$ cat config.mk
export PLATFORM = sky130hd
export DESIGN_NAME = aws_front
export DESIGN_NICKNAME = d
export VERILOG_FILES = /design/src/design/aws_pkg.sv /design/src/design/aws_front.sv
export SDC_FILE = /design/constraint.sdc
export NUM_CORES = 2
export LEC_CHECK = 0
export BUFFER_PORTS_ARGS = -buffer_cell sky130_fd_sc_hd__buf_4
export CAP_MARGIN = 10
export CORE_ASPECT_RATIO = 1.4
export CORE_UTILIZATION = 50
export CTS_BUF_LIST = sky130_fd_sc_hd__clkbuf_4 sky130_fd_sc_hd__clkbuf_8
export CTS_CLUSTER_SIZE = 30
export DETAILED_ROUTE_END_ITERATION = 10
export GPL_TIMING_DRIVEN = 0
export PLACE_DENSITY_LB_ADDON = 0.12
export SLEW_MARGIN = 15
export SYNTH_ARGS = -nofsm -noshare
export SYNTH_HDL_FRONTEND = slang
export SYNTH_SLANG_ARGS = --single-unit
$ cat constraint.sdc
create_clock -name clk -period 17.4 [get_ports clk]
set_input_delay 0 -clock clk [delete_from_list [all_inputs] [get_ports clk]]
set_output_delay 0 -clock clk [all_outputs]
set_load 0.1 [all_outputs]
$ cat src/design/aws_pkg.sv
package aws_pkg;

  localparam int WINDOW_MAX = 4096;
  localparam int FRAC_BITS  = 16;

  localparam int CODE_W = 24;
  localparam int CNT_W  = $clog2(WINDOW_MAX) + 1;
  localparam int SUM_W  = CODE_W + CNT_W - 1;
  localparam int SQR_W  = 2 * CODE_W - 1;
  localparam int SQS_W  = SQR_W + CNT_W - 1;
  localparam int SCL_W  = 24;

  // wide products, dividend and quotient of the shared units
  localparam int PROD_W = 72;
  localparam int MULB_W = 64;
  localparam int DVD_W  = PROD_W + 2 * FRAC_BITS;
  localparam int QUO_W  = 46;
  localparam int LIM_W  = 45;
  localparam int ROOT_W = 22;

  localparam logic [CNT_W-1:0] WLEN_RESET  = CNT_W'(WINDOW_MAX);
  localparam logic [SCL_W-1:0] SCALE_RESET = SCL_W'(167000);

  localparam logic [LIM_W-1:0] LIM_POS  = LIM_W'(24'h7FFFFF);
  localparam logic [LIM_W-1:0] LIM_NEG  = LIM_W'(24'h800000);
  localparam logic [LIM_W-1:0] LIM_VAR  = LIM_W'(28'hFFFFFFF);
  localparam logic [LIM_W-1:0] LIM_ROOT = LIM_W'(1) << (2 * ROOT_W);
  localparam logic [ROOT_W-1:0] ROOT_MAX = '1;
  localparam logic [27:0] VAR_MAX = '1;

  localparam int QDEPTH = 2;

  typedef enum logic [1:0] {
    REG_CAPTURE = 2'd0,
    REG_WINDOW  = 2'd1,
    REG_SCALE   = 2'd2
  } reg_idx_t;

  typedef struct packed {
    logic       ready_event;
    logic [7:0] byte_high;
    logic [7:0] byte_mid;
    logic [7:0] byte_low;
  } in_t;

  typedef struct packed {
    logic signed [23:0] max_value;
    logic signed [23:0] min_value;
    logic signed [23:0] mean_value;
    logic [27:0]        variance_value;
    logic [21:0]        rms_value;
    logic [21:0]        std_value;
  } out_t;

  // closed window handed from the accumulator to the statistics engine
  typedef struct packed {
    logic signed [CODE_W-1:0] smax;
    logic signed [CODE_W-1:0] smin;
    logic signed [SUM_W-1:0]  ssum;
    logic [SQS_W-1:0]         ssq;
    logic [CNT_W-1:0]         n;
    logic [SCL_W-1:0]         s;
  } snap_t;

  typedef struct packed {
    logic [PROD_W-1:0] num;
    logic [PROD_W-1:0] den;
    logic              fb32;
    logic              rnd;
    logic [LIM_W-1:0]  limit;
  } div_req_t;

endpackage

$ cat src/design/aws_front.sv
module aws_front import aws_pkg::*; (
  input  logic             clk,
  input  logic             rst_n,
  input  logic             in_valid,
  output logic             in_ready,
  input  in_t              in_data,
  input  logic             cap_en,
  input  logic [CNT_W-1:0] n_eff,
  input  logic [SCL_W-1:0] s_eff,
  output logic             push,
  output snap_t            push_data,
  input  logic             q_full
);

  typedef enum logic [1:0] {F_IDLE, F_SQ, F_ACC} fst_t;

  fst_t                     st_r;
  logic signed [CODE_W-1:0] x_r;
  logic [SQR_W-1:0]         sq_r;
  logic [CNT_W-1:0]         cnt_r;
  logic signed [CODE_W-1:0] max_r;
  logic signed [CODE_W-1:0] min_r;
  logic signed [SUM_W-1:0]  sum_r;
  logic [SQS_W-1:0]         sqsum_r;
  logic [SQS_W-1:0]         sqsum_nxt;
  logic signed [2*CODE_W-1:0] sq_full;
  logic                     close;

  always_comb begin
    sq_full   = x_r * x_r;
    sqsum_nxt = sqsum_r + SQS_W'(sq_r);
    close     = cnt_r >= n_eff;
    in_ready  = st_r == F_IDLE;
    push      = (st_r == F_ACC) && close && !q_full;
    push_data = '{smax: max_r, smin: min_r, ssum: sum_r, ssq: sqsum_nxt,
                  n: n_eff, s: s_eff};
  end

  always_ff @(posedge clk) begin
    if (!rst_n) begin
      st_r    <= F_IDLE;
      cnt_r   <= '0;
      sum_r   <= '0;
      sqsum_r <= '0;
    end else begin
      case (st_r)
        F_IDLE: begin
          if (in_valid && in_data.ready_event && cap_en) begin
            x_r  <= {in_data.byte_high, in_data.byte_mid, in_data.byte_low};
            st_r <= F_SQ;
          end
        end
        F_SQ: begin
          sq_r <= sq_full[SQR_W-1:0];
          if (cnt_r == '0) begin
            max_r <= x_r;
            min_r <= x_r;
          end else begin
            if (x_r > max_r) max_r <= x_r;
            if (x_r < min_r) min_r <= x_r;
          end
          sum_r <= sum_r + SUM_W'(x_r);
          cnt_r <= cnt_r + 1'b1;
          st_r  <= F_ACC;
        end
        F_ACC: begin
          if (!close) begin
            sqsum_r <= sqsum_nxt;
            st_r    <= F_IDLE;
          end else if (!q_full) begin
            // window handed over, start a fresh one
            cnt_r   <= '0;
            sum_r   <= '0;
            sqsum_r <= '0;
            st_r    <= F_IDLE;
          end
        end
        default: st_r <= F_IDLE;
      endcase
    end
  end

endmodule

# Word level (Yosys, flattened, before mapping)
# Cells that the tools add are included.
[classes]
addsub = 3
mul = 1
n_lt_le_gt_ge = 3
eq_ne = 7
n_mux = 16
reduce_logical = 17
[op_table]
columns = ["operator", "count"]
rows = [
  ["59-bit two-way mux", 2],
  ["24-bit two-way mux", 4],
  ["36-bit two-way mux", 2],
  ["36-bit case mux with 2 select lines", 1],
  ["59-bit by 47-bit adder with 59-bit output", 1],
  ["24-bit by 24-bit multiplier with 47-bit output", 1],
  ["36-bit by 24-bit adder with 36-bit output", 1],
  ["13-bit two-way mux", 2],
  ["13-bit case mux with 2 select lines", 1],
  ["24-bit greater-than comparator", 1],
  ["24-bit less-than comparator", 1],
  ["13-bit by 1-bit adder with 13-bit output, second input constant", 1],
  ["13-bit greater-or-equal comparator", 1],
  ["13-bit zero test", 1],
  ["3-bit AND reduction", 4],
  ["2-bit two-way mux", 3],
  ["2-bit != test, second input constant", 3],
  ["2-bit case mux with 3 select lines", 1],
  ["2-bit AND reduction", 3],
  ["2-bit nonzero test", 3],
  ["1-bit logical AND", 4],
  ["3-bit != test, second input constant", 1],
  ["2-bit by 1-bit == test with 1-bit output, second input constant", 1],
  ["2-bit == test, second input constant", 1],
  ["3 further kinds", 3],
]
[word_totals]
reg_bits = 229
inputBits = 67

# Depth between registers and ports, before layout
[logic_depth]
depth_word = 4
mapped_depth = 28
mapped_depth_nobuf = 25

# Least setup slack after synthesis
# OpenSTA, ideal clock, no wires.
[synth_path]
path_kind = "reg2reg"
from = "register x_r[23]"
to = "register sq_r[44] (data pin)"
setup_ns = 0.260
arrival_time_ns = 7.089
required_ns = 17.140
setup_slack_ns = 10.051
stages_incl_launch_ff = 24
path_buffers = 3
synth_period_minus_slack_ns = 7.349
path_cell_list = "edfxtp_1 -> clkbuf_1 -> clkbuf_1 -> nand2_1 -> inv_1 -> fa_1 -> fa_1 -> inv_1 -> fa_1 -> fa_1 -> fa_1 -> fa_1 -> fa_1 -> inv_1 -> ha_1 -> clkbuf_1 -> a21o_1 -> a21o_1 -> a21oi_1 -> o21ai_0 -> a21oi_2 -> o211ai_1 -> o41a_1 -> xor2_1"
[synth_between]
elab_chain_cells = 1
[synth_rtl]
columns = ["element", "line", "text"]
rows = [
  ["from (decl)", "aws_front.sv:18", "logic signed [CODE_W-1:0] x_r;"],
  ["from (signal assigned)", "aws_front.sv:49", "x_r <= {in_data.byte_high, in_data.byte_mid, in_data.byte_low};"],
  ["24-bit by 24-bit multiplier with 47-bit output", "aws_front.sv:30", "sq_full = x_r * x_r;"],
  ["named net sq_full[44]", "aws_front.sv:26", "logic signed [2*CODE_W-1:0] sq_full;"],
  ["to (signal assigned)", "aws_front.sv:54", "sq_r <= sq_full[SQR_W-1:0];"],
  ["to (decl)", "aws_front.sv:19", "logic [SQR_W-1:0] sq_r;"],
]
# The timed path passes the listed nets, and every way through them passes these cells.
# A chain may end at the register's enable or synchronous reset.

# Worst setup path in the final report
[layout_path]
from = "register x_r[19]"
to = "register sq_r[45] (data pin)"
# Same word-level chain as after synthesis.

==> results.yml <==
status:
  outcome: "finished with violations"
  failed_checks: "DRC"
cells_and_area:
  area_growth_pct: 11.9
  drive_gt1_share_pct: 9.97
  final_cell_mix: "777 x inv_1, 547 x fa_1, 319 x nand2_1"
  finalNetCount: 4768
  final_util_pct: 56.8
  layout_commonest_cell: "inv_1"
logic_synthesis:
  seq_area_frac_synth_pct: 17.3
  ys.flop_type: "edfxtp_1"
  yosysTopAreaCellShare_pct: 32.9
  synth_edf_count: 118
  ys_seq_elements: 228
  synth.cell_area_um2: 33200
  synthTopCellsByArea: "fa_1 33%, ha_1 11%, edfxtp_1 11%"
  syn-num-nets: 4465
  synth_top_area_cell: "fa_1"
  avgSynthCellArea_um2: 9.32
  syn_inst: 3566
  synth_warnings: 0
  ys_types: 93
  synth-async-reset-ratio_pct: 0
worst_setup_path:
  cp-end-kind: "flop"
  cpMaxStageDelayCell: "buf_1"
  reg2reg_to: "sq_r[45]"
  crit_arrival_ps: 9400
  ff2ff_setup_slack_ps: 8350
  path_common_cell: "fa_1"
  critical_path_required_ps: 17750
  r2r_cells: 25
  path_class: "reg2reg"
  startpoint_type: "flop"
  path_depth: 25
  critPathBufInv: 7
  cp_max_fo: 10
  crit_path_max_incr_delay_ps: 710
  worstReg2RegStart: "x_r[19]"
  cp_top_family: "adder cells"
clock_network:
  cts_buffers: 43
  clk_path_buf_depth: 3
  clkSlewWorstSetupHoldPaths_ps: 50
  hold_buffers: 27
  post_cts_buffers: 0
  cts_resized: 0
  cts_max_level: 2
  root_buffer: "clkbuf_8"
  worstSkewPairLatency_ps: 630
  cts_sinks: 228
  cts_tree: "yes"
route:
  drc: 48
  firstDrtPassIters: 8
  ant_nets: 0
  vias: 25800
  drt_iter0_drc: 1377
  routed_wl_um: 96000
  wire_per_inst_um: 20.2
  vias_per_cell: 5.43
global_route:
  grt_max_degree: 47
  overflow: 0
  grt_pass1_wl_um: 151000
  grt_antenna_before_repair: 6
  grt_pass1_vias: 27600
  grt_use_total_pct: 29.8
floorplanning:
  die_w_um: 220
  rows: 111
  die_y_um: 307
  boundaryPins: 249
  coreArea_um2: 65600
  die_area_um2: 67500
  start_util_pct: 50.7
timing:
  relSlewSlack_pct: 22.8
  fin_hold_ws_ps: 87.1
  setup_violations: 0
  worstMarginPinSlew_ps: 1160
  period_share_pct: 52.0
  fin_setup_tns_ps: 0
  fin_skew_ps: 22.9
  slew_violations: 0
  fmax_ghz: 0.110
  rsz0062_at_grt: "false"
  final-hold-violation-count: 0
  fin_crit_ps: 9050
power:
  p_leak_uw: 0.0188
  power.density_nw_per_um2: 150
  ir_drop_mv: 0.407
place:
  dp_hpwl_um: 77700
  numPortBuffers: 224
  routabilityCongestion: 0.977
job:
  cap_violations: 0
worst_hold_path:
  hp-class: "in2reg"
  hold_depth: 2
  min_to: "x_r[20]"
  min-delay-start: "in_data[20]"
[state kept, by name (all words and copies together) (netlist names)]
register,cells
sq_r,46
cnt_r,13
sum_r,36
min_r,24
x_r,24
max_r,24
st_r,2
sqsum_r,59
[stage by stage]
stage               area, µm²  power (µW)  worst slack, ps  cells
floorplan               33200        4070            10050   3566
global placement        36000        5060             8030   4637
detailed placement      36100        5100             8530   4644
CTS                     37200        5650             8460   4749
global route            37200        6190             7960   4750
finish                  37200        5600             8350   4753
[worst register-to-register path, delay by kind of cell (launching register included)]
kind                       cells  cell delay, ps
AOI/OAI and AO/OA              6            1320
xor gates and xnor gates       1             170
buffers and inverters          7            1660
DFF                            1             680
adders and majority gates      8            3980
and+or+nand+nor                3             980
[cells in the mapped netlist (8+ instances only)]
| master | count |
|---|---|
| xor2_1 | 63 |
| o21a_1 | 28 |
| dfxtp_1 | 110 |
| nand4_1 | 39 |
| buf_2 | 8 |
| and2_1 | 106 |
| nand2_1 | 319 |
| o21ai_0 | 77 |
| fa_1 | 547 |
| inv_1 | 777 |
| nor3b_1 | 11 |
| nor3_1 | 24 |
| and3_1 | 40 |
| a211oi_1 | 17 |
| a31oi_1 | 30 |
| clkbuf_1 | 103 |
| o21ai_1 | 8 |
| buf_4 | 37 |
| o211ai_1 | 20 |
| buf_1 | 8 |
| ha_1 | 285 |
| a21o_1 | 107 |
| a22o_1 | 15 |
| xnor2_1 | 89 |
| nor2_1 | 149 |
| nand3_1 | 66 |
| nor2b_1 | 24 |
| o21bai_1 | 14 |
| nand2b_1 | 25 |
| a21oi_1 | 155 |
| edfxtp_1 | 118 |
| a22oi_1 | 8 |
[how the worst max path moves through the flow]
stage	from	to	slack [ps]
after floorplan	x_r[23]	sq_r[44]	10050
after global placement	x_r[23]	sq_r[45]	8030
after detailed placement	x_r[0]	sq_r[44]	8530
after CTS	x_r[0]	sq_r[44]	8460
after global routing	x_r[0]	sq_r[44]	7960
final	x_r[19]	sq_r[45]	8350
[where the power goes]
group          switching, µW  internal (µW)
combinational           2580           1690
sequential              18.5            789
clock                    251            272
total                   2850           2750
[kinds of logic (layout without fill, tap and decap cells)]
logic type	after synthesis	after routing	synth area share, %
compound gates	562	562	11.4
xor+xnor	152	152	4.00
fa+ha+maj	832	832	43.7
buf+inv	937	1273	11.1
flops	228	228	17.3
mux	5	5	0.154
other cells	0	4	0
simple gates	850	850	12.4
[final cells by class]
class	count	area [µm²]
Clock inverter	24	128
Inverter	779	2920
Antenna cell	4	10.0
Clock buffer	54	712
Sequential cell	228	5750
Multi-Input combinational cell	2401	23800
Timing Repair Buffer	258	2040
Buffer	158	761
Fill cell	6064	28300
Tap cell	847	1060
[routing by layer]
metal  track usage (%)  vias to the layer above  share of wire (%)
met5                 0                        -             0.0094
met4              16.6                        2                6.2
met3              4.00                      280                4.6
met2              53.6                      721                 52
met1              33.5                    12900                 37
li1                  -                    12000                  -
No activity file was read; power rests on OpenSTA's default activity.
