===== config.mk =====
export PLATFORM = sky130hd
export DESIGN_NAME = aws_fifo
export DESIGN_NICKNAME = d
export VERILOG_FILES = /design/src/design/aws_pkg.sv /design/src/design/aws_fifo.sv
export SDC_FILE = /design/constraint.sdc
export NUM_CORES = 1
export LEC_CHECK = 0
export BUFFER_PORTS_ARGS = -buffer_cell sky130_fd_sc_hd__buf_2
export CAP_MARGIN = 20
export CORE_AREA = 2 2 174 176
export CTS_CLUSTER_SIZE = 16
export DETAILED_ROUTE_END_ITERATION = 6
export DIE_AREA = 0 0 176 178
export GPL_TIMING_DRIVEN = 0
export HOLD_SLACK_MARGIN = 0.1
export PLACE_DENSITY = 0.71
export SYNTH_ARGS = -nofsm -noshare
export SYNTH_HDL_FRONTEND = slang
export SYNTH_SLANG_ARGS = --single-unit

===== constraint.sdc =====
create_clock -name clk -period 10.7 [get_ports clk]
set_clock_uncertainty 0.2 [all_clocks]
set_input_delay 1.605 -clock clk [delete_from_list [all_inputs] [get_ports clk]]
set_output_delay 1.605 -clock clk [all_outputs]
set_load 0.03 [all_outputs]

===== src/design/aws_pkg.sv =====
package aws_pkg;

  localparam int WINDOW_MAX = 4096;
  localparam int FRAC_BITS  = 16;

  localparam int CODE_W = 24;
  localparam int CNT_W  = $clog2(WINDOW_MAX) + 1;
  localparam int SUM_W  = CODE_W + CNT_W - 1;
  localparam int SQR_W  = 2 * CODE_W - 1;
  localparam int SQS_W  = SQR_W + CNT_W - 1;
  localparam int SCL_W  = 24;

  // wide products, dividend and quotient of the shared units
  localparam int PROD_W = 72;
  localparam int MULB_W = 64;
  localparam int DVD_W  = PROD_W + 2 * FRAC_BITS;
  localparam int QUO_W  = 46;
  localparam int LIM_W  = 45;
  localparam int ROOT_W = 22;

  localparam logic [CNT_W-1:0] WLEN_RESET  = CNT_W'(WINDOW_MAX);
  localparam logic [SCL_W-1:0] SCALE_RESET = SCL_W'(167000);

  localparam logic [LIM_W-1:0] LIM_POS  = LIM_W'(24'h7FFFFF);
  localparam logic [LIM_W-1:0] LIM_NEG  = LIM_W'(24'h800000);
  localparam logic [LIM_W-1:0] LIM_VAR  = LIM_W'(28'hFFFFFFF);
  localparam logic [LIM_W-1:0] LIM_ROOT = LIM_W'(1) << (2 * ROOT_W);
  localparam logic [ROOT_W-1:0] ROOT_MAX = '1;
  localparam logic [27:0] VAR_MAX = '1;

  localparam int QDEPTH = 2;

  typedef enum logic [1:0] {
    REG_CAPTURE = 2'd0,
    REG_WINDOW  = 2'd1,
    REG_SCALE   = 2'd2
  } reg_idx_t;

  typedef struct packed {
    logic       ready_event;
    logic [7:0] byte_high;
    logic [7:0] byte_mid;
    logic [7:0] byte_low;
  } in_t;

  typedef struct packed {
    logic signed [23:0] max_value;
    logic signed [23:0] min_value;
    logic signed [23:0] mean_value;
    logic [27:0]        variance_value;
    logic [21:0]        rms_value;
    logic [21:0]        std_value;
  } out_t;

  // closed window handed from the accumulator to the statistics engine
  typedef struct packed {
    logic signed [CODE_W-1:0] smax;
    logic signed [CODE_W-1:0] smin;
    logic signed [SUM_W-1:0]  ssum;
    logic [SQS_W-1:0]         ssq;
    logic [CNT_W-1:0]         n;
    logic [SCL_W-1:0]         s;
  } snap_t;

  typedef struct packed {
    logic [PROD_W-1:0] num;
    logic [PROD_W-1:0] den;
    logic              fb32;
    logic              rnd;
    logic [LIM_W-1:0]  limit;
  } div_req_t;

endpackage


===== src/design/aws_fifo.sv =====
module aws_fifo import aws_pkg::*; (
  input  logic  clk,
  input  logic  rst_n,
  input  logic  push,
  input  snap_t push_data,
  output logic  full,
  input  logic  pop,
  output logic  valid,
  output snap_t pop_data
);

  localparam int PW = (QDEPTH > 1) ? $clog2(QDEPTH) : 1;
  localparam int CW = $clog2(QDEPTH + 1);

  snap_t         mem_r [QDEPTH];
  logic [PW-1:0] wp_r;
  logic [PW-1:0] rp_r;
  logic [CW-1:0] cnt_r;

  always_comb begin
    full     = cnt_r == CW'(QDEPTH);
    valid    = cnt_r != '0;
    pop_data = mem_r[rp_r];
  end

  always_ff @(posedge clk) begin
    if (push) mem_r[wp_r] <= push_data;
    if (!rst_n) begin
      wp_r  <= '0;
      rp_r  <= '0;
      cnt_r <= '0;
    end else begin
      if (push) wp_r <= (wp_r == PW'(QDEPTH - 1)) ? '0 : wp_r + 1'b1;
      if (pop)  rp_r <= (rp_r == PW'(QDEPTH - 1)) ? '0 : rp_r + 1'b1;
      if (push && !pop)      cnt_r <= cnt_r + 1'b1;
      else if (pop && !push) cnt_r <= cnt_r - 1'b1;
    end
  end

endmodule


Word-level counts from Yosys, hierarchy flattened

Memories as Yosys holds them, arrays and structs flattened. A register that Yosys moved wholly into a read port is not among the register bits.
Index checks and enable logic that the tools add are counted.

Memories kept: 1
Output and inout port bits: 182
RAM bits: 360
Bits in registers: 4
Input port bits: 184

Memories:

| memory | words | bits a word | read ports | clocked after Yosys merged registers in | write ports | RTL line       | source |
|---|---|---|---|---|---|---|---|
| mem_r  | 2     | 180         | 1          | 1                                       | 1           | aws_fifo.sv:15 | `snap_t mem_r [QDEPTH];` |

Equality and inequality tests: 1
Reductions and logical operators: 6
Mux-type cells: 8
Add/sub/neg operators: 4

Operator list:

| kind                                                                | count |
|---|---|
| 1-bit 2-to-1 mux                                                    | 6 |
| 2-bit 2-to-1 mux                                                    | 2 |
| 2-bit nonzero test                                                  | 2 |
| 1-bit adder (second input constant)                                 | 2 |
| 2-bit by 1-bit adder with 2-bit output (second input constant)      | 1 |
| 2-bit == test (second input constant)                               | 1 |
| 1-bit logical AND                                                   | 2 |
| 1-bit zero test                                                     | 2 |
| 2-bit by 1-bit subtractor with 2-bit output (second input constant) | 1 |

Depth between registers and ports, before layout

Gate-level depths: netlist of run 1.

Word-level depth: 4
Mapped depth: 5

Least setup slack after synthesis of run 1

No wires, ideal clock.

Path kind: input to register
Start point: input push
End point: register wp_r
Setup slack: 0.351 ns
Buffers on the path: 0
Stages: 2
Setup time: 0.095 ns
Data arrival time: 10.054 ns
Data required time: 10.405 ns
Path through: nor2b_1 -> o21a_1

RTL lines:

| element                | RTL line       | source |
|---|---|---|
| start: declaration     | aws_fifo.sv:4  | `input logic push,` |
| end signal: assignment | aws_fifo.sv:33 | `if (push) wp_r <= (wp_r == PW'(QDEPTH - 1)) ? '0 : wp_r + 1'b1;` |
| end: declaration       | aws_fifo.sv:16 | `logic [PW-1:0] wp_r;` |

==> results.txt, run 1 <==
CTS Buf Count -> 38
Final Hold Viols -> 0
Clock buffer depth -> 3
Setup crit end kind -> output pin
Clock root cell -> clkbuf_16
GR Overflow Total -> 0
Count leader, synth -> edfxtp_1
Req. time, crit path -> 8.90 ns
Final TNS setup -> 0 ns
Drt first pass iters -> 6
Setup violators final -> 0
FF/Latch Area -> 0.0109 mm^2
Pleak -> 6.76 nW
Crit path arrival time -> 1.92 ns
First-pass GRT wire length -> 39800 um
Drc violations -> 0
RSZ-0062 raised after global routing -> false
Placeable core area -> 0.0294 mm^2
Routed length per instance -> 18.7 um
Final WL -> 26500 um
Max H-tree Level -> 2
Nets -> 1182
Mux contribution to synthesized area -> 17.7%
Die height -> 178 um
Cell Pwr Density -> 196 mW/mm^2
# hold bufs at CTS -> 0
Max Slew Vio Count -> 0
Vias per inst -> 4.81
Final Util -> 59.1%
Fmax -> 268 MHz
Post-route ant nets -> 0
Post-CTS Resized -> 0
Synth area leaders -> edfxtp_1 79%, mux2_4 11%, mux2_2 6.6%
Register area share after synthesis -> 80.2%
Port Buffer Count -> 365
Syn_area_per_cell -> 23.4 um^2
Post-Synth Simple-Gate Area -> 0.414%
Final period util -> 34.8%
Min Tclk post-route -> 3.73 ns
Worst Hold Class -> flip-flop to flip-flop
Worst Max-Slew Pin Slew -> 0.709 ns
Share of layout cells above drive strength 1 -> 61.4%
Asr flop ratio synth -> 0%
Main combinational cell family by area after synthesis -> multiplexers
Initial antenna violation count -> 8
Leading area contributor after synthesis -> edfxtp_1
Synthesis-to-layout area growth -> 27.7%
Clock Pin Slew Worst Setup and Hold Paths -> 0.06 ns
Post-CTS Setup Bufs -> 0
Final instance area -> 0.0174 mm^2
Multi-input logic area -> 0.00253 mm^2
Synth Area in XOR/XNOR -> 0.193%
Cell Count Post-Placement -> 1347
Final HPWL DP -> 18500 um
Adder-cell share of the synthesized area -> 0.0920%
Number of global-route vias before repair -> 7170
RePlAce Congestion -> 0.734
Post-synthesis register bit count -> 365
Critical path peak fanout -> 10
Die area -> 0.0313 mm^2
1st-iter DRT viols -> 368
Placement Cell Area -> 0.0162 mm^2
Clk_lat worst skew -> 0.51 ns
Area fraction in compound gates after synthesis -> 0.147%
Post-synth top cells -> 360 x edfxtp_1, 100 x mux2_4, 80 x mux2_2
Status -> finished clean
Clock sinks -> 365
Yosys top cell area share -> 79.4%
Post-synth top flop -> edfxtp_1
Slew HR -> 52.7%
Largest net degree at the start of global routing -> 65
Via Count -> 6806
Yosys Warn Count -> 0
CP startpoint kind -> flip-flop
TritonCTS clock tree -> built
Initial core utilization -> 46.3%
VDD IR max -> 0.000158 V
GRT Total Usage -> 16.6%
Synthesized netlist cell count -> 582
Synthesized net count -> 767
Post-synthesis instance area -> 0.0136 mm^2
Die width -> 176 um
Final std cells w/o fill -> 1416
Post-synth EDFFs -> 360
CP Class -> flip-flop to output pin
Synth cell types -> 17
Max Cap Violations -> 0
# fillers -> 2236
Io pins -> 366
Row cnt -> 63
## worst paths after layout
kind                  start             to  slack, ns  cells past startpoint
setup / recovery  flip-flop  pop_data[130]       6.97                      5
hold / removal     cnt_r[1]       cnt_r[1]       0.32                      2
setup reg to reg       wp_r  mem_r[0][137]       8.55                      4
hold reg to reg    cnt_r[1]       cnt_r[1]       0.32                      2
## where the power goes
| part | internal, mW | switching, mW | leakage [nW] |
|---|---|---|---|
| sequential | 1.65 | 0.0167 | 3.42 |
| combinational | 0.189 | 0.288 | 2.77 |
| clock | 0.758 | 0.501 | 0.579 |
| total | 2.60 | 0.806 | 6.76 |
## final cells by class
class,instances,area share [%]
Sequential cell,365,62.8
Clock inverter,9,0.562
Inverter,1,0.0216
Buffer,20,1.01
Antenna cell,5,0.0720
Clock buffer,55,6.32
Multi-Input combinational cell,196,14.5
Timing Repair Buffer,375,11.9
Tap cell,390,2.81
## critical path, stage by stage (launching register included)
cell and delay [ns]:
dfxtp_1 0.32, buf_6 0.15, buf_6 0.21, buf_6 0.22, mux2_4 0.31, buf_2 0.19
## through the flow
stage          total power, mW  worst slack, ns  hold WS [ns]
5_1_grt                   3.53             6.84         0.376
3_5_place_dp              2.18             7.11         0.304
6_report                  3.41             6.97         0.317
3_3_place_gp              2.19            -4.59         0.286
4_1_cts                   3.45             6.88         0.317
2_1_floorplan             2.04            0.351         0.268
## kinds of logic after synthesis
family / count (synthesis)
flip-flops: 365
adder cells (fa/ha/maj): 1
XOR/XNOR: 3
buffers and inverters: 21
AND/OR/NAND/NOR: 9
multiplexers: 180
AO/OA/AOI/OAI: 3
## metal layers
layer  global-route usage (%)  up-vias  share of wire [%]
met5                        0        -               0.11
met4                     6.34        6                2.5
met3                     5.35       52                8.7
met2                     28.9      274                 52
met1                     19.2     3316                 37
li1                         -     3158                  -
## cells in the final DEF, fill, tap and decap left out, types with 3 or more instances in the layout
cell / instances
edfxtp_1: 360
buf_12: 5
buf_6: 12
mux2_2: 80
diode_2: 5
clkinv_1: 3
buf_16: 5
clkbuf_1: 12
mux2_4: 100
buf_2: 373
and2_1: 3
clkbuf_16: 41
dfxtp_1: 5
## registers in the layout (all words and copies together) (netlist names), named ones only
register,count
cnt_r,2
mem_r,360
rp_r,1
wp_r,1
Note: power is estimated with default switching activity, not from simulation.
==> inputs of run 2 (changes only) <==
--- a/config.mk
+++ b/config.mk
@@ -5,6 +5,7 @@
 export SDC_FILE = /design/constraint.sdc
 export NUM_CORES = 1
 export LEC_CHECK = 0
+export ABC_AREA = 1
 export BUFFER_PORTS_ARGS = -buffer_cell sky130_fd_sc_hd__buf_2
 export CAP_MARGIN = 20
 export CORE_AREA = 2 2 174 176
==> constraint.sdc (replaced) <==
create_clock -name clk -period 3.1 [get_ports clk]
set_clock_uncertainty 0.2 [all_clocks]
set_input_delay 0.465 -clock clk [delete_from_list [all_inputs] [get_ports clk]]
set_output_delay 0.465 -clock clk [all_outputs]
set_load 0.03 [all_outputs]
==> run 2 against run 1 <==
Against the previous run:
- hold slack got worse by 0.15 ns
- non-clock buffer count rose by 183
- highest routed layer unchanged
- register-to-register slack lost 7.7 ns
- first-iteration DRC count grew 5.2%
- clock power grew to 3.3 times the previous value
- routed wire length is 14% higher
- combinational power grew to 3.5 times the previous value
- count of clock-buffer cells in the layout down 10
- core utilization grew 6.1 points
- total power rose to 3.4 times the previous value
- setup slack got worse by 6.5 ns
- design area is 10% higher
==> results.txt, run 2 <==
Setup violators final -> 0 (unchanged)
Worst hold slack -> 0.164 ns (was 0.317 ns)
Post-CTS Resized -> 0 (unchanged)
Setup crit end kind -> output pin (unchanged)
GRT Total Usage -> 18.8% (was 16.6%)
Nets -> 1377 (was 1182)
M1 GR Usage -> 20.9% (was 19.2%)
Die area -> 0.0313 mm^2 (unchanged)
Synth cell types -> 14 (was 17)
Cell Pwr Density -> 609 mW/mm^2 (was 196 mW/mm^2)
CP Class -> flip-flop to output pin (unchanged)
Die width -> 176 um (unchanged)
Logic pwr share -> 14.4% (was 14.0%)
Most common cell after layout, fill and taps aside -> buf_2 (unchanged)
Top flop regs -> mem_r x360, cnt_r x2 (unchanged)
Asr flop ratio synth -> 0% (unchanged)
Crit path capture -> pop_data[100] (was pop_data[130])
Drt first pass iters -> 4 (was 6)
RePlAce Congestion -> 0.736 (was 0.734)
Post-synthesis register bit count -> 365 (unchanged)
Final std cells w/o fill -> 1606 (was 1416)
Largest net degree at the start of global routing -> 42 (was 65)
Reg2Reg Depth -> 4 (unchanged)
Synthesis-to-layout area growth -> 40.8% (was 27.7%)
Leading area contributor after synthesis -> edfxtp_1 (unchanged)
Max H-tree Level -> 2 (unchanged)
FF-to-FF setup slack -> 0.86 ns (was 8.55 ns)
Post-synthesis instance area -> 0.0136 mm^2 (about the same)
Max Cap Violations -> 0 (unchanged)
Final period util -> 84.5%
Sequential power share -> 49.5% (was 49.0%)
Post-CTS Setup Bufs -> 0 (unchanged)
Synthesized net count -> 780 (was 767)
Post-synth top flop -> edfxtp_1 (unchanged)
Count leader, synth -> edfxtp_1 (unchanged)
VDD IR max -> 0.000472 V (was 0.000158 V)
Final WL -> 30200 um (was 26500 um)
CTS Buf Count -> 37 (was 38)
Crit path arrival time -> 1.95 ns (was 1.92 ns)
Ant. Diodes -> 0 (was 5)
Most frequent cells in the layout -> 373 x buf_2, 360 x edfxtp_1, 182 x dlygate4sd3_1, 100 x mux2_4, 80 x mux2_2 (was 373 x buf_2, 360 x edfxtp_1, 100 x mux2_4, 80 x mux2_2, 41 x clkbuf_16)
Initial core utilization -> 46.3% (about the same)
Clk_lat worst skew -> 0.50 ns (was 0.51 ns)
Synthesized netlist cell count -> 595 (was 582)
Slew HR -> 51.1% (was 52.7%)
Status -> finished clean (unchanged)
Clock root cell -> clkbuf_16 (unchanged)
Synth area leaders -> edfxtp_1 79%, mux2_4 11%, mux2_2 6.6% (unchanged)
Post-synth top cells -> 360 x edfxtp_1, 100 x mux2_4, 80 x mux2_2 (unchanged)
Critical path peak fanout -> 10 (unchanged)
Worst r2r src -> wp_r (unchanged)
Post-synth EDFFs -> 360 (unchanged)
Port Buffer Count -> 365 (unchanged)
1st-iter DRT viols -> 387 (was 368)
Post-route ant nets -> 0 (unchanged)
CP startpoint kind -> flip-flop (unchanged)
Final HPWL DP -> 19200 um (was 18500 um)
Io pins -> 366 (unchanged)
Largest register by flop count -> mem_r (unchanged)
Vias per inst -> 4.78 (was 4.81)
Worst reg2reg endpoint -> mem_r[1][100] (was mem_r[0][137])
GR Overflow Total -> 0 (unchanged)
Via Count -> 7683 (was 6806)
Power Total -> 11.7 mW (was 3.41 mW)
Met3 global-route usage -> 5.09% (was 5.35%)
Global route hottest layer -> met2 (unchanged)
Yosys top cell area share -> 79.4% (about the same)
Placeable core area -> 0.0294 mm^2 (unchanged)
Cell Count Post-Placement -> 1361 (was 1347)
Final Hold Viols -> 0 (unchanged)
Drc violations -> 0 (unchanged)
Pleak -> 7.54 nW (was 6.76 nW)
Die height -> 178 um (unchanged)
Syn_area_per_cell -> 22.9 um^2 (was 23.4 um^2)
Worst Hold Class -> input port to flip-flop (was flip-flop to flip-flop)
Min Tclk post-route -> 2.62 ns
Clock Pin Slew Worst Setup and Hold Paths -> 0.06 ns (about the same)
M2 GR Usage -> 34.7% (was 28.9%)
Max Slew Vio Count -> 0 (unchanged)
P_int -> 8.89 mW (was 2.60 mW)
RSZ-0062 raised after global routing -> false (unchanged)
Req. time, crit path -> 2.43 ns (was 8.90 ns)
Routed length per instance -> 18.8 um (was 18.7 um)
Row cnt -> 63 (unchanged)
Share of layout cells above drive strength 1 -> 51.9% (was 61.4%)
Net Switching -> 2.78 mW (was 0.806 mW)
Register area share after synthesis -> 80.1% (was 80.2%)
TritonCTS clock tree -> built (unchanged)
Fmax -> 382 MHz
Yosys Warn Count -> 0 (unchanged)
Worst Max-Slew Pin Slew -> 0.732 ns (was 0.709 ns)
Clock sinks -> 365 (unchanged)
Number of global-route vias before repair -> 8437 (was 7170)
Clock power share -> 36.1% (was 37.0%)
Switch share -> 23.8% (was 23.6%)
First-pass GRT wire length -> 45200 um (was 39800 um)
Max FFs per register -> 360 (unchanged)
Initial antenna violation count -> 1 (was 8)
Clock buffer depth -> 3 (unchanged)
[run 2: cell types whose count changed after synthesis, moves of 2 or more]
cell,previous run,this run
nor2b_1,3,0
nor2_1,0,8
and2_1,4,0
nand2_1,0,9
inv_1,1,8
xor2_1,2,0
[run 2: worst max-delay path, cell delays in order, from the launching register on]
cell     delay (ns)
dfxtp_1        0.32
buf_6          0.16
buf_6          0.21
buf_6          0.23
mux2_4         0.33
buf_2          0.19
[run 2: cell type report]
type                    count  area [um^2]
fillers                  1975        10200
flip-flops and latches    365        10900
repair buffers            558         3880
plain buffers              20          175
well taps                 390          488
clock inverters            18          144
multi-input cells         202         2520
clock buffers              45          998
inverters                   8         46.3
[run 2: per-layer routing]
metal,wire length [um],up-vias
met4,852,2
met2,15900,305
met5,13,-
li1,-,3551
met3,2180,63
met1,11300,3762
[run 2: logic make-up (layout without fill, tap and decap cells)]
family          after synthesis  in the layout  synth area share, %
compound gates                2              2               0.0734
fa+ha+maj                     1              1               0.0919
buf+inv                      28            649                 1.51
flops                       365            365                 80.1
mux                         180            180                 17.6
simple gates                 19             19                0.551
[run 2: how the worst min path moves through the flow]
| stage | cells past startpoint | startpoint | to |
|---|---|---|---|
| after floorplan | 2 | rp_r | flip-flop |
| after CTS | 3 | push | wp_r |
| after global routing | 3 | push | wp_r |
| final | 3 | push | wp_r |
| after global placement | 2 | rp_r | rp_r |
| after detailed placement | 2 | rp_r | flip-flop |
[run 2: timing repair]
| item | 4_1_cts | 5_1_grt |
|---|---|---|
| endpoints found under the hold margin | 365 | 0 |
| setup endpoints to repair | 0 | 0 |
| hold buffers | 182 | 0 |
[run 2: power groups by stage]
stage / combinational (mW) / clock [mW] / sequential [mW]
global route: 1.77 / 4.48 / 5.80
floorplan: 0.982 / 0 / 5.89
finish: 1.68 / 4.21 / 5.78
detailed placement: 1.49 / 0 / 5.88
CTS: 1.68 / 4.29 / 5.78
global placement: 1.43 / 0 / 5.91
[run 2: metrics by stage]
stage / area (um^2) / worst slack (ns) / util (%) / TNS [ns]
after global routing: 19200 / 0.382 / 65.2 / 0
after global placement: 16000 / -2.66 / 54.3 / -922.78
final: 19200 / 0.481 / 65.2 / 0
after floorplan: 13700 / -0.675 / - / -239.48
after detailed placement: 16200 / 0.542 / 55.1 / 0
after CTS: 19200 / 0.398 / 65.2 / 0
