===== src/design/aws_pkg.sv =====
package aws_pkg;

  localparam int WINDOW_MAX = 4096;
  localparam int FRAC_BITS  = 16;

  localparam int CODE_W = 24;
  localparam int CNT_W  = $clog2(WINDOW_MAX) + 1;
  localparam int SUM_W  = CODE_W + CNT_W - 1;
  localparam int SQR_W  = 2 * CODE_W - 1;
  localparam int SQS_W  = SQR_W + CNT_W - 1;
  localparam int SCL_W  = 24;

  // wide products, dividend and quotient of the shared units
  localparam int PROD_W = 72;
  localparam int MULB_W = 64;
  localparam int DVD_W  = PROD_W + 2 * FRAC_BITS;
  localparam int QUO_W  = 46;
  localparam int LIM_W  = 45;
  localparam int ROOT_W = 22;

  localparam logic [CNT_W-1:0] WLEN_RESET  = CNT_W'(WINDOW_MAX);
  localparam logic [SCL_W-1:0] SCALE_RESET = SCL_W'(167000);

  localparam logic [LIM_W-1:0] LIM_POS  = LIM_W'(24'h7FFFFF);
  localparam logic [LIM_W-1:0] LIM_NEG  = LIM_W'(24'h800000);
  localparam logic [LIM_W-1:0] LIM_VAR  = LIM_W'(28'hFFFFFFF);
  localparam logic [LIM_W-1:0] LIM_ROOT = LIM_W'(1) << (2 * ROOT_W);
  localparam logic [ROOT_W-1:0] ROOT_MAX = '1;
  localparam logic [27:0] VAR_MAX = '1;

  localparam int QDEPTH = 2;

  typedef enum logic [1:0] {
    REG_CAPTURE = 2'd0,
    REG_WINDOW  = 2'd1,
    REG_SCALE   = 2'd2
  } reg_idx_t;

  typedef struct packed {
    logic       ready_event;
    logic [7:0] byte_high;
    logic [7:0] byte_mid;
    logic [7:0] byte_low;
  } in_t;

  typedef struct packed {
    logic signed [23:0] max_value;
    logic signed [23:0] min_value;
    logic signed [23:0] mean_value;
    logic [27:0]        variance_value;
    logic [21:0]        rms_value;
    logic [21:0]        std_value;
  } out_t;

  // closed window handed from the accumulator to the statistics engine
  typedef struct packed {
    logic signed [CODE_W-1:0] smax;
    logic signed [CODE_W-1:0] smin;
    logic signed [SUM_W-1:0]  ssum;
    logic [SQS_W-1:0]         ssq;
    logic [CNT_W-1:0]         n;
    logic [SCL_W-1:0]         s;
  } snap_t;

  typedef struct packed {
    logic [PROD_W-1:0] num;
    logic [PROD_W-1:0] den;
    logic              fb32;
    logic              rnd;
    logic [LIM_W-1:0]  limit;
  } div_req_t;

endpackage


===== src/design/aws_div.sv =====
module aws_div import aws_pkg::*; (
  input  logic             clk,
  input  logic             rst_n,
  input  logic             start,
  input  div_req_t         req,
  output logic             done,
  output logic [LIM_W-1:0] q
);

  typedef enum logic [1:0] {D_IDLE, D_RUN, D_FIN} dst_t;

  localparam int CNTW = $clog2(DVD_W);

  dst_t              st_r;
  div_req_t          req_r;
  logic [DVD_W-1:0]  dvd_r;
  logic [PROD_W-1:0] rem_r;
  logic [QUO_W-1:0]  q_r;
  logic              ovf_r;
  logic [CNTW-1:0]   cnt_r;
  logic              done_r;
  logic [LIM_W-1:0]  q_out_r;

  logic [PROD_W:0]   r2;
  logic              ge;
  logic [PROD_W:0]   diff;
  logic              rnd_up;
  logic [QUO_W:0]    qr;

  always_comb begin
    r2     = {rem_r, dvd_r[DVD_W-1]};
    ge     = r2 >= {1'b0, req_r.den};
    diff   = r2 - {1'b0, req_r.den};
    rnd_up = req_r.rnd && ({rem_r, 1'b0} >= {1'b0, req_r.den});
    qr     = {1'b0, q_r} + (QUO_W + 1)'(rnd_up);
    done   = done_r;
    q      = q_out_r;
  end

  always_ff @(posedge clk) begin
    if (!rst_n) begin
      st_r   <= D_IDLE;
      done_r <= 1'b0;
    end else begin
      done_r <= st_r == D_FIN;
      case (st_r)
        D_IDLE: begin
          if (start) begin
            req_r <= req;
            dvd_r <= req.fb32 ? {req.num, (2 * FRAC_BITS)'(0)}
                              : {FRAC_BITS'(0), req.num, FRAC_BITS'(0)};
            rem_r <= '0;
            q_r   <= '0;
            ovf_r <= 1'b0;
            cnt_r <= '0;
            st_r  <= D_RUN;
          end
        end
        D_RUN: begin
          rem_r <= ge ? diff[PROD_W-1:0] : r2[PROD_W-1:0];
          // quotient bits beyond the register only ever mean saturation
          ovf_r <= ovf_r | q_r[QUO_W-1];
          q_r   <= {q_r[QUO_W-2:0], ge};
          dvd_r <= dvd_r << 1;
          cnt_r <= cnt_r + 1'b1;
          if (cnt_r == CNTW'(DVD_W - 1)) st_r <= D_FIN;
        end
        D_FIN: begin
          q_out_r <= (ovf_r || qr > (QUO_W + 1)'(req_r.limit)) ? req_r.limit
                                                               : qr[LIM_W-1:0];
          st_r    <= D_IDLE;
        end
        default: st_r <= D_IDLE;
      endcase
    end
  end

endmodule


===== src/design/aws_back.sv =====
module aws_back import aws_pkg::*; (
  input  logic  clk,
  input  logic  rst_n,
  input  logic  q_valid,
  input  snap_t q_data,
  output logic  pop,
  output logic  out_valid,
  input  logic  out_ready,
  output out_t  out_data
);

  typedef enum logic [4:0] {
    B_IDLE, B_DMAX, B_DMIN, B_MNS, B_DMEAN, B_MNQ, B_MSS, B_MS2, B_MNN,
    B_MVD, B_DVAR, B_DSTD, B_SQSTD, B_MRD, B_DRMS, B_SQRMS, B_OUT
  } bst_t;

  localparam int MCW = $clog2(MULB_W);

  bst_t              st_r;
  snap_t             sn_r;
  logic              busy_r;
  out_t              res_r;
  logic              out_valid_r;
  out_t              out_data_r;

  logic [PROD_W-1:0] mul_a_r;
  logic [MULB_W-1:0] mul_b_r;
  logic [PROD_W-1:0] acc_r;
  logic [MCW-1:0]    mcnt_r;
  logic [PROD_W-1:0] acc_nxt;
  logic [PROD_W-1:0] mul_a;
  logic [MULB_W-1:0] mul_b;
  logic              mul_last;

  logic [PROD_W-1:0] ns_r, nq_r, ss_r, s2_r, nn1_r, vden_r, rden_r;

  logic [LIM_W-1:0]  sv_r, sres_r, sbit_r;
  logic [LIM_W:0]    st_sum;
  logic              sge;
  logic [LIM_W-1:0]  sv_nxt, sres_nxt;
  logic [ROOT_W-1:0] root;

  logic              div_start;
  div_req_t          div_req;
  logic              div_done;
  logic [LIM_W-1:0]  div_q;

  logic              max_neg, min_neg, sum_neg, vneg;
  logic [CODE_W-1:0] max_mag, min_mag;
  logic [SUM_W-1:0]  sum_mag;
  logic [PROD_W:0]   var_diff;
  logic              is_div, is_mul;

  aws_div u_div (
    .clk   (clk),
    .rst_n (rst_n),
    .start (div_start),
    .req   (div_req),
    .done  (div_done),
    .q     (div_q)
  );

  always_comb begin
    max_neg  = sn_r.smax[CODE_W-1];
    min_neg  = sn_r.smin[CODE_W-1];
    sum_neg  = sn_r.ssum[SUM_W-1];
    max_mag  = max_neg ? CODE_W'(-sn_r.smax) : CODE_W'(sn_r.smax);
    min_mag  = min_neg ? CODE_W'(-sn_r.smin) : CODE_W'(sn_r.smin);
    sum_mag  = sum_neg ? SUM_W'(-sn_r.ssum) : SUM_W'(sn_r.ssum);
    var_diff = {1'b0, nq_r} - {1'b0, ss_r};
    vneg     = var_diff[PROD_W];

    acc_nxt  = mul_b_r[0] ? acc_r + mul_a_r : acc_r;
    mul_last = mcnt_r == MCW'(MULB_W - 1);

    st_sum   = {1'b0, sres_r} + {1'b0, sbit_r};
    sge      = {1'b0, sv_r} >= st_sum;
    sv_nxt   = sge ? sv_r - st_sum[LIM_W-1:0] : sv_r;
    sres_nxt = sge ? (sres_r >> 1) + sbit_r : sres_r >> 1;
    root     = sres_nxt[ROOT_W] ? ROOT_MAX : sres_nxt[ROOT_W-1:0];

    mul_a = '0;
    mul_b = '0;
    is_mul = 1'b1;
    case (st_r)
      B_MNS: begin mul_a = PROD_W'(sn_r.s);  mul_b = MULB_W'(sn_r.n); end
      B_MNQ: begin mul_a = PROD_W'(sn_r.ssq); mul_b = MULB_W'(sn_r.n); end
      B_MSS: begin mul_a = PROD_W'(sum_mag); mul_b = MULB_W'(sum_mag); end
      B_MS2: begin mul_a = PROD_W'(sn_r.s);  mul_b = MULB_W'(sn_r.s); end
      B_MNN: begin mul_a = PROD_W'(sn_r.n);  mul_b = MULB_W'(sn_r.n - 1'b1); end
      B_MVD: begin mul_a = s2_r;             mul_b = nn1_r[MULB_W-1:0]; end
      B_MRD: begin mul_a = s2_r;             mul_b = MULB_W'(sn_r.n); end
      default: is_mul = 1'b0;
    endcase

    div_req = '{num: '0, den: PROD_W'(sn_r.s), fb32: 1'b0, rnd: 1'b1,
                limit: LIM_POS};
    is_div  = 1'b1;
    case (st_r)
      B_DMAX: begin
        div_req.num   = PROD_W'(max_mag);
        div_req.limit = max_neg ? LIM_NEG : LIM_POS;
      end
      B_DMIN: begin
        div_req.num   = PROD_W'(min_mag);
        div_req.limit = min_neg ? LIM_NEG : LIM_POS;
      end
      B_DMEAN: begin
        div_req.num   = PROD_W'(sum_mag);
        div_req.den   = ns_r;
        div_req.limit = sum_neg ? LIM_NEG : LIM_POS;
      end
      B_DVAR: begin
        div_req.num   = var_diff[PROD_W-1:0];
        div_req.den   = vden_r;
        div_req.limit = LIM_VAR;
      end
      B_DSTD: begin
        div_req.num   = var_diff[PROD_W-1:0];
        div_req.den   = vden_r;
        div_req.fb32  = 1'b1;
        div_req.rnd   = 1'b0;
        div_req.limit = LIM_ROOT;
      end
      B_DRMS: begin
        div_req.num   = PROD_W'(sn_r.ssq);
        div_req.den   = rden_r;
        div_req.fb32  = 1'b1;
        div_req.rnd   = 1'b0;
        div_req.limit = LIM_ROOT;
      end
      default: is_div = 1'b0;
    endcase

    div_start = is_div && !busy_r;
    pop       = (st_r == B_IDLE) && q_valid;
    out_valid = out_valid_r;
    out_data  = out_data_r;
  end

  always_ff @(posedge clk) begin
    if (!rst_n) begin
      st_r        <= B_IDLE;
      busy_r      <= 1'b0;
      out_valid_r <= 1'b0;
    end else begin
      if (out_valid_r && out_ready && st_r != B_OUT) out_valid_r <= 1'b0;

      // shift-add multiplier, one multiplier bit a cycle
      if (is_mul) begin
        if (!busy_r) begin
          mul_a_r <= mul_a;
          mul_b_r <= mul_b;
          acc_r   <= '0;
          mcnt_r  <= '0;
          busy_r  <= 1'b1;
        end else begin
          acc_r   <= acc_nxt;
          mul_a_r <= mul_a_r << 1;
          mul_b_r <= mul_b_r >> 1;
          mcnt_r  <= mcnt_r + 1'b1;
        end
      end

      if (div_start) busy_r <= 1'b1;

      case (st_r)
        B_IDLE: begin
          if (q_valid) begin
            sn_r <= q_data;
            st_r <= B_DMAX;
          end
        end
        B_DMAX: begin
          if (div_done) begin
            res_r.max_value <= max_neg ? -div_q[CODE_W-1:0] : div_q[CODE_W-1:0];
            busy_r <= 1'b0;
            st_r   <= B_DMIN;
          end
        end
        B_DMIN: begin
          if (div_done) begin
            res_r.min_value <= min_neg ? -div_q[CODE_W-1:0] : div_q[CODE_W-1:0];
            busy_r <= 1'b0;
            st_r   <= B_MNS;
          end
        end
        B_MNS: begin
          if (busy_r && mul_last) begin
            ns_r <= acc_nxt; busy_r <= 1'b0; st_r <= B_DMEAN;
          end
        end
        B_DMEAN: begin
          if (div_done) begin
            res_r.mean_value <= sum_neg ? -div_q[CODE_W-1:0] : div_q[CODE_W-1:0];
            busy_r <= 1'b0;
            st_r   <= B_MNQ;
          end
        end
        B_MNQ: begin
          if (busy_r && mul_last) begin
            nq_r <= acc_nxt; busy_r <= 1'b0; st_r <= B_MSS;
          end
        end
        B_MSS: begin
          if (busy_r && mul_last) begin
            ss_r <= acc_nxt; busy_r <= 1'b0; st_r <= B_MS2;
          end
        end
        B_MS2: begin
          if (busy_r && mul_last) begin
            s2_r <= acc_nxt; busy_r <= 1'b0; st_r <= B_MNN;
          end
        end
        B_MNN: begin
          if (busy_r && mul_last) begin
            nn1_r <= acc_nxt; busy_r <= 1'b0; st_r <= B_MVD;
          end
        end
        B_MVD: begin
          if (busy_r && mul_last) begin
            vden_r <= acc_nxt; busy_r <= 1'b0; st_r <= B_DVAR;
          end
        end
        B_DVAR: begin
          if (div_done) begin
            // a negative spread only arises from a shortened window
            res_r.variance_value <= vneg ? VAR_MAX : div_q[27:0];
            busy_r <= 1'b0;
            st_r   <= B_DSTD;
          end
        end
        B_DSTD: begin
          if (div_done) begin
            sv_r   <= div_q;
            sres_r <= '0;
            sbit_r <= LIM_ROOT;
            busy_r <= 1'b0;
            st_r   <= B_SQSTD;
          end
        end
        B_SQSTD: begin
          sv_r   <= sv_nxt;
          sres_r <= sres_nxt;
          sbit_r <= sbit_r >> 2;
          if (sbit_r[0]) begin
            res_r.std_value <= vneg ? ROOT_MAX : root;
            st_r <= B_MRD;
          end
        end
        B_MRD: begin
          if (busy_r && mul_last) begin
            rden_r <= acc_nxt; busy_r <= 1'b0; st_r <= B_DRMS;
          end
        end
        B_DRMS: begin
          if (div_done) begin
            sv_r   <= div_q;
            sres_r <= '0;
            sbit_r <= LIM_ROOT;
            busy_r <= 1'b0;
            st_r   <= B_SQRMS;
          end
        end
        B_SQRMS: begin
          sv_r   <= sv_nxt;
          sres_r <= sres_nxt;
          sbit_r <= sbit_r >> 2;
          if (sbit_r[0]) begin
            res_r.rms_value <= root;
            st_r <= B_OUT;
          end
        end
        B_OUT: begin
          if (!out_valid_r || out_ready) begin
            out_data_r  <= res_r;
            out_valid_r <= 1'b1;
            st_r        <= B_IDLE;
          end
        end
        default: st_r <= B_IDLE;
      endcase
    end
  end

endmodule


===== config.mk =====
export PLATFORM = sky130hd
export DESIGN_NAME = aws_back
export DESIGN_NICKNAME = d
export VERILOG_FILES = /design/src/design/aws_pkg.sv /design/src/design/aws_div.sv /design/src/design/aws_back.sv
export SDC_FILE = /design/constraint.sdc
export NUM_CORES = 2
export LEC_CHECK = 0
export ABC_AREA = 1
export BUFFER_PORTS_ARGS = -buffer_cell sky130_fd_sc_hd__buf_4
export CORE_UTILIZATION = 50
export CTS_BUF_LIST = sky130_fd_sc_hd__clkbuf_8
export DETAILED_ROUTE_END_ITERATION = 10
export PLACE_DENSITY_LB_ADDON = 0.2
export SLEW_MARGIN = 20
export SYNTH_ARGS = -nofsm -noshare
export SYNTH_HDL_FRONTEND = slang
export SYNTH_SLANG_ARGS = --single-unit

===== constraint.sdc =====
create_clock -name clk -period 61 [get_ports clk]
set_input_delay 12.2 -clock clk [delete_from_list [all_inputs] [get_ports clk]]
set_output_delay 12.2 -clock clk [all_outputs]
set_load 0.05 [all_outputs]

# Word-level counts from Yosys, hierarchy flattened
# Cells that the tools add are included.
dict set report classes {
  n_addsub 14
  magnitude_cmp 4
  n_eq_ne 42
  muxes 71
  bitwise 1
  n_reduce_logical 45
}
# cell count
set op_table {}
lappend op_table {{case mux 72 bit (5 select lines)} 2}
lappend op_table {{case mux 64 bit (5 select lines)} 1}
lappend op_table {{2-to-1 mux 72 bit} 4}
lappend op_table {{2-to-1 mux 45 bit} 6}
lappend op_table {{case mux 45 bit (2 select lines)} 3}
lappend op_table {{case mux 45 bit (5 select lines)} 1}
lappend op_table {{case mux 72 bit (3 select lines)} 1}
lappend op_table {{2-to-1 mux 104 bit} 2}
lappend op_table {{case mux 104 bit (2 select lines)} 1}
lappend op_table {{2-to-1 mux 24 bit} 8}
lappend op_table {{greater-or-equal comparator 73 x 72 -> 1 bit} 2}
lappend op_table {{case mux 72 bit (2 select lines)} 1}
lappend op_table {{case mux 46 bit (2 select lines)} 1}
lappend op_table {{2-to-1 mux 5 bit} 17}
lappend op_table {{case mux 5 bit (17 select lines)} 1}
lappend op_table {{subtractor 72 x 72 -> 73 bit} 1}
lappend op_table {{adder 72 bit} 1}
lappend op_table {{negator 24 bit} 3}
lappend op_table {{subtractor 72 bit} 1}
lappend op_table {{2-to-1 mux 63 bit} 1}
lappend op_table {{AND reduction 3 bit} 18}
lappend op_table {{adder 46 x 1 -> 47 bit} 1}
lappend op_table {{> comparator 47 x 45 -> 1 bit} 1}
lappend op_table {{adder 45 x 45 -> 46 bit} 1}
lappend op_table {{other kinds (42)} 98}
dict set report totals {
  regBits 1716
  inputBits 184
  output_inout_bits 146
  word_cells 225
}

# Longest topological paths before layout
dict set report logic_depth {
  depth_word 7
  depth_mapped 37
  mapped_depth_nobuf 36
}

# Modules after synthesis
# From an unflattened synthesis, not the netlist that was laid out.
dict set report unflattened {
  hier_cells 11199
  hier_area_um2 95880.7
}
# mod instances cells_per_inst area_each_um2 seq_area_each_um2
set by_module_without_submodules {}
lappend by_module_without_submodules {aws_back 1 7906 71144.5 38907.3}
lappend by_module_without_submodules {aws_div 1 3293 24736.2 11380.9}

# Worst setup path after synthesis
# No wires, ideal clock.
dict set report synth_timing {
  path_type {input port to flip-flop}
  from {in rst_n}
  to {reg u_div.cnt_r[0], enable pin}
  setup_time_ps 1085
  arrival_time_ps 27675
  required_time_ps 59915
  slack_ps 32240
  cell_stages 4
  path_buffers 2
  path_cell_list {clkbuf_1 -> inv_1 -> clkbuf_1 -> o21ai_0}
}
dict set report synth_via {
  elab_chain_len 1
}
# item line
set synth_rtl {}
lappend synth_rtl {{start, declared} aws_back.sv:3} ;# input logic rst_n,
lappend synth_rtl {{AND reduction 3 bit (no line)} --}
lappend synth_rtl {{end signal, assigned} aws_div.sv:65} ;# cnt_r <= cnt_r + 1'b1;
lappend synth_rtl {{end, declared} aws_div.sv:20} ;# logic [CNTW-1:0] cnt_r;
# No other way between the ends.
# A chain may end at the register's enable or synchronous reset.

# Worst setup path after layout
dict set report layout_timing {
  from {in q_valid}
  to {out pop}
}
dict set report layout_via {
  elab_chain_len 1
}
# item line
set layout_rtl {}
lappend layout_rtl {{start, declared} aws_back.sv:4} ;# input logic q_valid,
lappend layout_rtl {{logical AND 1 bit} aws_back.sv:136} ;# pop = (st_r == B_IDLE) && q_valid;
lappend layout_rtl {{end, declared} aws_back.sv:6} ;# output logic pop,
# No other way between the ends.

==> impl_metrics.env <==
export IMPL_status="completed"
export IMPL_synth_area_per_cell_um2=8.87
export IMPL_post_cts_buffers=0
export IMPL_worstPathMaxFanout=2
export IMPL_routedWlPerCell_um=23.5
export IMPL_hp_class="flop to flop"
export IMPL_ys_warn_count=0
export IMPL_slew_viol_final=0
export IMPL_first_pass_iters=8
export IMPL_initial_utilization_pct=50.5
export IMPL_numPortBuffers=329
export IMPL_rsz0062_at_grt="false"
export IMPL_post_route_period_util_pct=40.8
export IMPL_crit_path_max_incr_delay_ns=0.22
export IMPL_r2r_end="u_div.q[22]"
export IMPL_clockBufferDepth=4
export IMPL_io_pins=330
export IMPL_multi_input_area_mm2=0.0369
export IMPL_dpl_hpwl_um=244000
export IMPL_crit_top_cell="buf_4"
export IMPL_pre_cts_ws_ns=36.11
export IMPL_drive_above_1_share_pct=8.32
export IMPL_synth_cells=10302
export IMPL_synth_area_mm2=0.0914
export IMPL_tritoncts="yes"
export IMPL_grt_first_pass_wirelength_um=458000
export IMPL_grt_pass1_vias=72924
export IMPL_die_area_mm2=0.185
export IMPL_die_h_um=430
export IMPL_skew_ns=0.100
export IMPL_synth_top_flop_cell="edfxtp_1"
export IMPL_ant_nets=0
export IMPL_fin_nets=11277
export IMPL_power_density_mw_per_mm2=36.6
export IMPL_cts_sinks=1637
export IMPL_hold_end="out_data[118]"
export IMPL_clk_pin_slew_ns=0.06
export IMPL_worst_pin_slew_ns=1.25
export IMPL_crit_required_ns=48.80
export IMPL_finalCriticalPeriod_ns=24.88
export IMPL_grt_max_degree=151
export IMPL_num_vias=76025
export IMPL_gr_total_overflow=0
export IMPL_hold_violations=0
export IMPL_rrSetupSlack_ns=53.66
export IMPL_grt_use_total_pct=33.2
export IMPL_relSlewSlack_pct=15.5
export IMPL_die_w_um=430
export IMPL_drv_cap=0
export IMPL_clock_fmax_ghz=0.0402
export IMPL_crit_reg2reg_launch="u_div.req_r[68]"
export IMPL_n_fill_cell=16766
export IMPL_regArea_mm2=0.0491
export IMPL_area_growth_pct=11.4
export IMPL_ctsResizeCount=0
export IMPL_synth_seq_area_share_pct=53.7
export IMPL_cp_start_kind="input pin"
export IMPL_fp_row_count=156
export IMPL_setup_violations=0
export IMPL_min_from="res_r[118]"
export IMPL_yosysUniqueCellTypes=62
export IMPL_synth_async_reset_ratio_pct=0
export IMPL_vdd_ir_drop_max_mv=0.0329
export IMPL_rr_worst_depth=34
export IMPL_hold_path_depth=0
export IMPL_worstSetupPathType="input pin to output port"
export IMPL_wl_um=313000
export IMPL_crit_slowest_cell="buf_4"
export IMPL_drt_iter0_drc=7871
export IMPL_antenna_found_initial=26
export IMPL_leakage_nw=40.0
export IMPL_htree_levels=5
export IMPL_cts_hold_buffers=0
export IMPL_synth_edf_count=1627
export IMPL_path_cells="buf_4, inv_1, nor2_1, buf_4"
export IMPL_end_kind="output port"
export IMPL_crit_start="q_valid"
export IMPL_setup_slack_ns=36.12
export IMPL_core_area_mm2=0.181
export IMPL_fin_tns_setup_ns=0
export IMPL_clk_latency_ns=1.07
export IMPL_syn_nets=10835
export IMPL_root_buffer="clkbuf_8"
export IMPL_crit_arrival_ns=12.68
export IMPL_cts_buffers=297
export IMPL_post_route_drc_count=0
export IMPL_ys_ff_latch=1637
export IMPL_gp_congestion=1.03
export IMPL_via_per_inst=5.71
## where the power goes
group | leakage [nW] | internal (mW) | switching (mW)
registers | 15.0 | 1.47 | 0.0805
clock network | 2.96 | 0.506 | 0.455
logic | 22.1 | 0.318 | 0.900
total | 40.0 | 2.29 | 1.44
## cell usage after synthesis (all sizes together) (13+ instances only)
library cell,number,area [um^2]
nor2,1214,4730
nand4,129,807
a221oi,20,175
a21boi,28,210
ha,345,4320
buf,70,354
a211oi,19,143
o21ai,727,3640
a21oi,717,3590
o21a,30,225
o21bai,52,390
clkbuf,189,709
inv,1219,4580
nor4,37,238
a22oi,29,218
edfxtp,1627,48900
nor3,93,470
a21o,93,698
o2111ai,34,298
a31oi,60,375
nand3,569,2860
xor2,165,1450
or2,59,369
nand2,2520,9490
xnor2,91,797
nand3b,33,248
o211ai,33,248
a22o,31,272
o22ai,13,81.3
## per-stage QoR
stage               util (%)  instance area, um^2  power, mW  hold WS, ns  instances
floorplan                  -                91400       2.37        0.400      10302
global placement        53.3                96600       2.75        0.401      12815
detailed placement      53.3                96600       2.77        0.405      12815
CTS                     56.2               102000       3.73        0.379      13304
global route            56.2               102000       3.90        0.401      13307
finish                  56.3               102000       3.73        0.389      13314
## cell families (layout without fill, tap and decap cells)
logic type	after synthesis	after routing	synth area share, %
xor gates and xnor gates	256	256	2.45
buffers and inverters	1483	2115	6.19
and+or+nand+nor	4670	4670	21.1
AOI/OAI and AO/OA	1907	1907	11.8
DFF	1637	1637	53.7
other	0	10	0
adders and majority gates	349	349	4.81
## layout by cell type (no fill, tap or decap), drive strengths merged, types with 304 or more instances in the layout
cell type  Yosys  final
clkbuf       189    304
a21oi        717    717
o21ai        727    727
nor2        1214   1214
inv         1219   1297
nand2       2520   2520
edfxtp      1627   1627
nand3        569    569
ha           345    345
buf           70    402
## routing by layer
metal / vias up / share of wire, % / track usage, %
li1: 36019 / - / -
met1: 36219 / 41 / 43.5
met2: 3173 / 47 / 54.8
met3: 608 / 7.8 / 5.78
met4: 6 / 4.3 / 13.4
met5: - / 0.014 / 0
## sequential cells by signal, summed over array words and instances (netlist names), 64 cells and up
| name | cells |
|---|---|
| ss_r | 72 |
| ns_r | 72 |
| res_r | 144 |
| nn1_r | 64 |
| rden_r | 72 |
| acc_r | 72 |
| mul_a_r | 72 |
| s2_r | 72 |
| u_div.dvd_r | 88 |
| u_div.req_r | 77 |
| out_data | 144 |
| sn_r | 178 |
| nq_r | 72 |
| u_div.rem_r | 72 |
| mul_b_r | 64 |
| vden_r | 72 |
## how the worst max path moves through the flow
stage                      to  slack [ns]  cells after the start
6_report                  pop       36.12                      4
5_1_grt                   pop       36.08                      4
4_1_cts                   pop       36.11                      4
3_5_place_dp              pop       36.11                      4
3_3_place_gp              pop       36.08                      4
2_1_floorplan  u_div.cnt_r[0]       32.24                      4
## critical path: cells and delay by family
kind	cells	cell delay (ns)
buffers and inverters	3	0.36
AND/OR/NAND/NOR	1	0.12
## area by class of cell
cell class / count / share of cell area [%]
sequential: 1637 / 48.2
multi-input combinational: 7182 / 36.2
inverter: 1224 / 4.52
clock buffer: 304 / 4.11
timing repair buffer: 402 / 3.00
tap: 2370 / 2.91
clock inverter: 185 / 1.05
antenna: 10 / 0.0246
Power figures use the tool's default switching activity.
